==> config.mk <==
export PLATFORM = sky130hd
export DESIGN_NAME = fnps_regs
export DESIGN_NICKNAME = d
export VERILOG_FILES = /design/src/rtl/fnps_pkg.sv /design/src/rtl/fnps_regs.sv
export SDC_FILE = /design/constraint.sdc
export NUM_CORES = 1
export LEC_CHECK = 0
export BUFFER_PORTS_ARGS = -buffer_cell sky130_fd_sc_hd__buf_2
export CAP_MARGIN = 10
export CORE_ASPECT_RATIO = 0.5
export CORE_MARGIN = 3
export CORE_UTILIZATION = 31
export DETAILED_ROUTE_END_ITERATION = 8
export PLACE_DENSITY = 0.65
export SYNTH_ARGS = -nofsm -noshare
export SYNTH_HDL_FRONTEND = slang
export SYNTH_SLANG_ARGS = --single-unit
export TNS_END_PERCENT = 20
==> constraint.sdc <==
create_clock -name clk_i -period 3.08 [get_ports clk_i]
set_input_delay 0 -clock clk_i [delete_from_list [all_inputs] [get_ports clk_i]]
set_output_delay 0 -clock clk_i [all_outputs]
set_load 0.01 [all_outputs]
==> src/rtl/fnps_pkg.sv <==
// Shared types and constants for the filtered nearest point search block.
// No dependencies; imported by every module of the block.
package fnps_pkg;

  localparam int COORD_W    = 24;
  localparam int TAG_W      = 16;
  localparam int MAG_W      = COORD_W + 1;
  localparam int SQ_W       = 2 * MAG_W - 1;
  localparam int DIST_W     = 50;
  localparam int SLOT_OUT_W = 12;

  localparam int QUEUE_DEPTH = 8;
  localparam int QPTR_W      = $clog2(QUEUE_DEPTH);
  localparam int QCNT_W      = $clog2(QUEUE_DEPTH + 1);

  localparam int APB_DATA_W = 32;
  localparam int APB_ADDR_W = 5;

  localparam logic [DIST_W-1:0] DIST_MAX = {DIST_W{1'b1}};

  typedef enum logic [2:0] {
    REG_QUERY_X      = 3'd0,
    REG_QUERY_Y      = 3'd1,
    REG_QUERY_Z      = 3'd2,
    REG_WANT_TYPE    = 3'd3,
    REG_WANT_SUBTYPE = 3'd4,
    REG_EITHER_MATCH = 3'd5
  } reg_idx_e;

  typedef struct packed {
    logic signed [COORD_W-1:0] query_x;
    logic signed [COORD_W-1:0] query_y;
    logic signed [COORD_W-1:0] query_z;
    logic [TAG_W-1:0]          want_type;
    logic [TAG_W-1:0]          want_subtype;
    logic                      either_match;
  } cfg_t;

  // One classified request as it travels from front to back.
  typedef struct packed {
    logic                  qual;
    logic                  last;
    logic [SLOT_OUT_W-1:0] slot;
    logic [DIST_W-1:0]     sq_dist;
  } q_entry_t;

endpackage

==> src/rtl/fnps_regs.sv <==
// APB register file holding the query point and the tag filters.
// Depends on fnps_pkg.
module fnps_regs
  import fnps_pkg::*;
(
  input  logic                  clk_i,
  input  logic                  rst_ni,
  input  logic                  psel,
  input  logic                  penable,
  input  logic                  pwrite,
  input  logic [APB_ADDR_W-1:0] paddr,
  input  logic [APB_DATA_W-1:0] pwdata,
  output logic [APB_DATA_W-1:0] prdata,
  output logic                  pready,
  output cfg_t                  cfg_o
);

  cfg_t     cfg_q, cfg_d;
  reg_idx_e idx;
  logic     wr_en;

  assign idx    = reg_idx_e'(paddr[APB_ADDR_W-1:2]);
  assign wr_en  = psel & penable & pwrite;
  assign pready = 1'b1;
  assign cfg_o  = cfg_q;

  always_comb begin
    cfg_d = cfg_q;
    if (wr_en) begin
      unique case (idx)
        REG_QUERY_X:      cfg_d.query_x      = pwdata[COORD_W-1:0];
        REG_QUERY_Y:      cfg_d.query_y      = pwdata[COORD_W-1:0];
        REG_QUERY_Z:      cfg_d.query_z      = pwdata[COORD_W-1:0];
        REG_WANT_TYPE:    cfg_d.want_type    = pwdata[TAG_W-1:0];
        REG_WANT_SUBTYPE: cfg_d.want_subtype = pwdata[TAG_W-1:0];
        REG_EITHER_MATCH: cfg_d.either_match = pwdata[0];
        default:          cfg_d = cfg_q;
      endcase
    end
  end

  always_comb begin
    unique case (idx)
      REG_QUERY_X:      prdata = APB_DATA_W'(unsigned'(cfg_q.query_x));
      REG_QUERY_Y:      prdata = APB_DATA_W'(unsigned'(cfg_q.query_y));
      REG_QUERY_Z:      prdata = APB_DATA_W'(unsigned'(cfg_q.query_z));
      REG_WANT_TYPE:    prdata = APB_DATA_W'(cfg_q.want_type);
      REG_WANT_SUBTYPE: prdata = APB_DATA_W'(cfg_q.want_subtype);
      REG_EITHER_MATCH: prdata = APB_DATA_W'(cfg_q.either_match);
      default:          prdata = '0;
    endcase
  end

  always_ff @(posedge clk_i or negedge rst_ni) begin
    if (!rst_ni) begin
      cfg_q <= '0;
    end else begin
      cfg_q <= cfg_d;
    end
  end

endmodule

Yosys cells after proc, flatten, opt, wreduce, memory -nomap -nowiden
Index checks and enable logic that the tools add are counted.

Eq/ne operators: 5. Multiplexer cells: 1. Bitwise operators: 2. Reduce and logical (&&, ||, !) cells: 7.

Operator list (count): case mux 24 bit (6 select lines) (1); AND reduction 2 bit (6); == test 3 x 2 -> 1 bit (second input constant) (2); == test 3 bit (second input constant) (2); == test 3 x 1 -> 1 bit (second input constant) (1); zero test 3 bit (1); bitwise AND 1 bit (2).

Register bits: 105. Input port bits: 42. Output and inout port bits: 138.

Logic depth before layout (Yosys ltp)
Gate-level depths: netlist of the first run.

Depth after elaboration: 3. Mapped depth: 6. Gate-level depth less buffers: 3.

Worst setup path after synthesis of the first run
Ideal clock, no wire load.

Path kind: in2reg. From: in paddr[4]. To: reg cfg_q, in the netlist cfg_o[36]. Arrival time: 1.179 ns. Path slack: 1.776 ns. Stages on the path: 5. Buffers on the path: 2. Cells stage by stage: clkbuf_2 -> nand4b_4 -> nor3b_4 -> buf_4 -> mux2_2.

Longest elaborated chain between the ends: 2.

Ends and longest elaborated chain: start: declaration (line fnps_regs.sv:11) `input logic [APB_ADDR_W-1:0] paddr,`; == test 3 x 2 -> 1 bit (line fnps_regs.sv:30) `unique case (idx)`; AND reduction 2 bit (no line); end signal: assignment (line fnps_regs.sv:58) `cfg_q <= cfg_d;`; end: declaration (line fnps_regs.sv:18) `cfg_t cfg_q, cfg_d;`.

No other way between the ends. A chain may end at the register's enable or synchronous reset.

Final worst setup path of the first run
From: in paddr[2]. To: out prdata[4].

Longest elaborated chain between the ends: 2. Elaborated cells between the ends (all ways): 7.

Ends and longest elaborated chain: == test 3 bit, or another cell as far along (line fnps_regs.sv:43) `unique case (idx)`; case mux 24 bit (6 select lines) * (line fnps_regs.sv:43); end: declaration (line fnps_regs.sv:13) `output logic [APB_DATA_W-1:0] prdata,`.

Mark *: on every way between the ends. The rest lies on a longest branch, timed or not.

==> reports/metrics.yaml, run 1 <==
max-vdd-ir-drop_mv: 0.2623
multi_input_area_um2: 2275
route.detailed.drc: 0
holdCritPathClass: "in -> reg"
die_height_um: 96.79
worstSkewPairLatency_ns: 0.34
drive_gt1_share_pct: 54.06
drv_cap: 0
status: "finished, final reports clean"
cts_resized: 0
synth_top_area_share_pct: 51.42
cp-end-kind: "output pin"
cp.depth: 6
crit_buf_inv: 3
synth_edf_count: 0
antenna_found_initial: 0
tightest_slew_ns: 0.9868
power.density_nw_per_um2: 616.1
routedWlPerCell_um: 18.18
overflow: 0
htreeDepth: 3
finalCriticalPeriod_ns: 1.934
syn_area_um2: 5110
drtIter0Drc: 156
dieWidth_um: 187.6
start_util_pct: 32.39
core_um2: 15780
cp_cell_sequence: "buf_2 -> buf_4 -> nor2b_1 -> a22oi_1 -> o22ai_1 -> buf_2"
fin_tns_setup_ns: 0
cts_num_sinks: 105
syn2layout_area_growth_pct: 29.36
synth-warning-count: 0
drv_slew: 0
rows: 32
power.leakage_nw: 3.335
synth_cells: 382
synth_area_leaders: "dfrtp_1 51%, mux2_2 19%, mux2_4 5.9%"
max_stage_delay_ns: 0.53
cts_tree: "done"
synthArstFlopShare_pct: 100.0
skew_ns: 0
dpl.hpwl_um: 9942
finalHoldViolCount: 0
rsz0062_at_grt: "false"
fin_area_um2: 6610
maxSlewHeadroom_pct: 34.21
ys_types: 32
r2r_slack_ns: 2.28
cp-start-kind: "primary input"
final_nets: 603
drt_pass1_iterations: 4
synth_seq_cells: 105
critPathLaunch: "paddr[2]"
layoutNonFillerInstCount: 787
ys_seq_area_share_pct: 51.42
postSynthAreaPerCell_um2: 13.38
num_antenna_cells: 0
synth_area_leader_cell: "dfrtp_1"
cp_slowest_cell: "nor2b_1"
drtAntennaViolNets: 0
place_area_um2: 6072
fillers: 1504
power_mw: 4.072
place_inst: 746
ys_top_cells_by_count: "105 x dfrtp_1, 85 x mux2_2, 30 x mux2i_1"
vias: 3739
critical_path.endpoint: "prdata[4]"
ys.flop_type: "dfrtp_1"
synth_most_common_cell: "dfrtp_1"
viasPerCell: 4.751
r2r-start: "cfg_o[68]"
ioPinCount: 180
arrival_ns: 1.93
clockBufferDepth: 2
grtUsageTotal_pct: 15.74
worstReg2RegEnd: "cfg_o[68]"
io_buffers: 160
die_area_um2: 18150
cp_top_family: "buffers and inverters"
largest_register_ffs: 105
finalCritPeriodShare_pct: 62.80
wl_um: 14310
grt_pass1_vias: 3843
worstPathMaxFanout: 26
r2r_cells: 1
clk_pin_slew_worst_paths_ns: 0.07
setup_viol: 0
max_freq_ghz: 0.5170
critPathKind: "in -> out"
grt_max_degree: 62
crit_path_frequent_cell: "buf_2"
root_buffer: "clkbuf_16"
regArea_um2: 2628
critical_path_required_ns: 3.08
grt_pass1_wl_um: 22770
gp_congestion: 0.7222
cts_inserted_buffers: 9
## layer usage
metal | up-vias | routed length (um) | GRT usage [%] | part of all wire (%)
met5 | - | 0 | 0 | 0
met4 | 0 | 139 | 3.111 | 0.97
met3 | 11 | 552 | 3.440 | 3.9
met2 | 88 | 7122 | 26.73 | 50
met1 | 1918 | 6491 | 20.86 | 45
li1 | 1722 | - | - | -
## power breakdown
part	internal [mW]	total (mW)	switching (mW)
clock	0.567	1.12	0.554
combinational	0.565	1.09	0.526
sequential	1.65	1.86	0.213
## repair_timing
action | in CTS | in global routing
endpoints found under the setup margin | 0 | 0
hold endpoints to repair | 164 | 0
buffers inserted | 0 | 0
hold buffers | 25 | 0
## worst min path at each step
stage                 start         to  slack, ns  cells after the start
detailed placement   rst_ni  cfg_o[73]       0.13                      1
floorplan            rst_ni   cfg_o[0]      -0.30                      0
finish              penable   cfg_o[0]       0.20                      4
CTS                 penable   cfg_o[0]       0.19                      4
global route        penable   cfg_o[0]       0.21                      4
global placement     rst_ni  cfg_o[49]       0.13                      1
## logic make-up after synthesis
logic type | after synthesis | share of synthesized area [%]
buffers and inverters | 36 | 4.579
DFF | 105 | 51.42
and+or+nand+nor | 49 | 6.415
muxes | 136 | 30.71
AOI/OAI and AO/OA | 54 | 6.734
other | 2 | 0.1470
## stage by stage
stage / setup WS, ns / hold WS [ns] / utilization [%]
2_1_floorplan: 1.776 / -0.2956 / -
3_3_place_gp: 0.9624 / 0.1326 / 38.49
3_5_place_dp: 0.9523 / 0.1342 / 38.49
6_report: 1.146 / 0.2043 / 41.90
5_1_grt: 1.056 / 0.2116 / 41.90
4_1_cts: 1.161 / 0.1899 / 41.90
## tightest hold or removal path: cells and delay by family
kind          cells  cell delay (ns)
buf+inv           1             0.12
mux               1             0.15
simple gates      2             0.25
## placed cells by master (no fill, tap or decap), types with 2 or more instances in the layout
| master | instances |
|---|---|
| dlygate4sd3_1 | 25 |
| o221ai_1 | 2 |
| a22oi_1 | 8 |
| nand3b_1 | 7 |
| or2_2 | 10 |
| dfrtp_1 | 105 |
| conb_1 | 9 |
| mux2_2 | 85 |
| o21ai_0 | 14 |
| clkbuf_16 | 9 |
| mux2i_1 | 30 |
| nand4b_1 | 2 |
| buf_2 | 159 |
| mux2_4 | 20 |
| buf_4 | 13 |
| inv_6 | 3 |
| nand3_1 | 9 |
| o22ai_1 | 6 |
| nor2b_1 | 5 |
| a21oi_1 | 9 |
| nor3b_4 | 2 |
| nand2_1 | 9 |
| o21a_1 | 13 |
## cell type report
class / count / area share (%)
Timing Repair Buffer: 197 / 17.30
Clock buffer: 10 / 3.464
Clock inverter: 6 / 0.8896
Sequential cell: 105 / 39.75
Multi-Input combinational cell: 248 / 34.41
Tap cell: 221 / 4.183
Note: power is estimated with default switching activity, not from simulation.
==> inputs of run 2 (changes only) <==
--- a/config.mk
+++ b/config.mk
@@ -5,13 +5,14 @@
 export SDC_FILE = /design/constraint.sdc
 export NUM_CORES = 1
 export LEC_CHECK = 0
+export ABC_AREA = 1
 export BUFFER_PORTS_ARGS = -buffer_cell sky130_fd_sc_hd__buf_2
 export CAP_MARGIN = 10
 export CORE_ASPECT_RATIO = 0.5
 export CORE_MARGIN = 3
 export CORE_UTILIZATION = 31
 export DETAILED_ROUTE_END_ITERATION = 8
-export PLACE_DENSITY = 0.65
+export PLACE_DENSITY = 0.67
 export SYNTH_ARGS = -nofsm -noshare
 export SYNTH_HDL_FRONTEND = slang
 export SYNTH_SLANG_ARGS = --single-unit
==> constraint.sdc (replaced) <==
create_clock -name clk_i -period 1.57 [get_ports clk_i]
set_input_delay 0 -clock clk_i [delete_from_list [all_inputs] [get_ports clk_i]]
set_output_delay 0 -clock clk_i [all_outputs]
set_load 0.01 [all_outputs]
==> reports/metrics.yaml, run 2 <==
power.density_nw_per_um2: 1202
power.leakage_nw: 3.606
worstSkewPairLatency_ns: 0.34
routedWlPerCell_um: 15.75
core_um2: 15700
cp_cell_sequence: "buf_2 -> nor2_4 -> buf_4 -> nand3_1 -> nand2_1 -> nor2_1 -> nand2_1 -> buf_2"
dpl.hpwl_um: 11700
finalCriticalPeriod_ns: 1.302
layout_commonest_cell: "nand2_1"
synth_seq_cells: 105
grt_pass1_vias: 4516
drv_slew: 0
finish.utilization_pct: 42.09
r2r_slack_ns: 0.86
die_height_um: 96.31
cts_setup_buffers: 0
cts_tree: "done"
r2r_cells: 2
ys_seq_area_share_pct: 51.97
root_buffer: "clkbuf_16"
grt_max_degree: 41
fillers: 1608
place_area_um2: 6060
drtAntennaViolNets: 0
fin_tns_setup_ns: 0
dieWidth_um: 186.6
drv_cap: 0
finalHoldViolCount: 0
synth_edf_count: 0
synth_top_area_share_pct: 51.97
holdCritPathClass: "in -> async"
clockBufferDepth: 2
ys_top_cells_by_count: "178 x nand2_1, 105 x dfrtp_1, 75 x o21ai_0"
gp_congestion: 0.8840
syn_area_um2: 5056
overflow: 0
cts_inserted_buffers: 9
arrival_ns: 1.30
fin_ws_ns: 0.2683
ioPinCount: 180
met1_length_um: 7593
rsz0062_at_grt: "false"
critical_path_required_ns: 1.57
viasPerCell: 4.679
synth_most_common_cell: "nand2_1"
vias: 4815
drtIter0Drc: 368
synth-warning-count: 0
holdWs_ns: 0.1275
crit_buf_inv: 3
r2r-start: "cfg_o[47]"
layout_common_cells: "178 x nand2_1, 159 x buf_2, 105 x dfrtp_1"
antenna_found_initial: 0
rows: 32
die_area_um2: 17970
skew_ns: 0
ys_types: 23
worstPathMaxFanout: 21
wl_met3_um: 1061
wl_met2_um: 7246
grtUsageTotal_pct: 17.92
max_stage_delay_ns: 0.32
synth_area_leader_cell: "dfrtp_1"
start_util_pct: 32.21
max_freq_ghz: 0.7682
wl_um: 16210
setup_viol: 0
layoutNonFillerInstCount: 1029
max-vdd-ir-drop_mv: 0.4671
power_mw: 7.939
worstReg2RegEnd: "cfg_o[47]"
routed.top_layer: "met4"
ys.flop_type: "dfrtp_1"
syn2layout_area_growth_pct: 30.66
cp-start-kind: "primary input"
num_antenna_cells: 0
holdBufCountCts: 25
final_nets: 845
htreeDepth: 3
clk_pin_slew_worst_paths_ns: 0.07
drive_gt1_share_pct: 26.11
cp_slowest_cell: "buf_4"
status: "finished, final reports clean"
cts_resized: 0
detailedPlace.worstSlack_ns: 0.1671
synthArstFlopShare_pct: 100.0
critPathKind: "in -> out"
drt_pass1_iterations: 5
route.detailed.drc: 0
place_inst: 988
postSynthAreaPerCell_um2: 8.129
finalCritPeriodShare_pct: 82.91
io_buffers: 160
cp-end-kind: "output pin"
fin_area_um2: 6606
cts_num_sinks: 105
synth_cells: 622
cp_top_family: "buffers and inverters"
largest_register_ffs: 105
synth_area_leaders: "dfrtp_1 52%, nand2_1 13%, o21ai_0 7.4%"
grt_pass1_wl_um: 25130
run 2: cell types whose count changed after synthesis, sizes merged, moves of 10 or more:
cell	delta
nand4	+20
nand2	+173
mux2	-106
mux2i	-30
o21a	-13
o21ai	+101
nor2	+38
inv	+71
or2	-10
nand3	+29
run 2: area by class of cell:
cell class	count	area [um^2]	share of cell area [%]
multi-input cells	410	1878	28.43
clock inverters	5	63.81	0.9659
well taps	221	276.5	4.186
flip-flops and latches	105	2628	39.77
repair buffers	206	1261	19.09
inverters	71	266.5	4.034
clock buffers	11	232.7	3.523
run 2: cells by family (layout without fill, tap and decap cells):
kind of cell	count (synthesis)	after routing	synth area share [%]
other	2	9	0.1485
flip-flops	105	105	51.97
AO/OA/AOI/OAI	120	120	11.88
AND/OR/NAND/NOR	281	281	24.60
buffers and inverters	114	293	11.41
run 2: where the power goes:
group          total (mW)  internal [mW]  switching (mW)
combinational        1.99          0.796            1.19
sequential           3.64           3.23           0.413
clock                2.31           1.25            1.06
total                7.94           5.28            2.66
run 2: worst max path at each step:
stage / slack (ns) / from / depth (start not counted) / end
floorplan: 0.55 / paddr[3] / 7 / cfg_o[86]
global placement: 0.19 / paddr[4] / 8 / cfg_o[62]
detailed placement: 0.17 / paddr[3] / 8 / cfg_o[80]
CTS: 0.26 / cfg_o[17] / 5 / prdata[0]
global route: 0.16 / cfg_o[17] / 5 / prdata[0]
finish: 0.27 / paddr[3] / 8 / prdata[13]
run 2: per-layer routing:
metal,GRT usage (%),up-vias
met2,28.21,180
met3,3.892,24
li1,-,2324
met5,0,-
met4,5.028,0
met1,25.10,2287
run 2: worst reg2reg max path: cells and delay by family, from the launching register on:
kind            cells  cell delay [ns]
flops               1             0.39
compound gates      1             0.10
simple gates        1             0.08
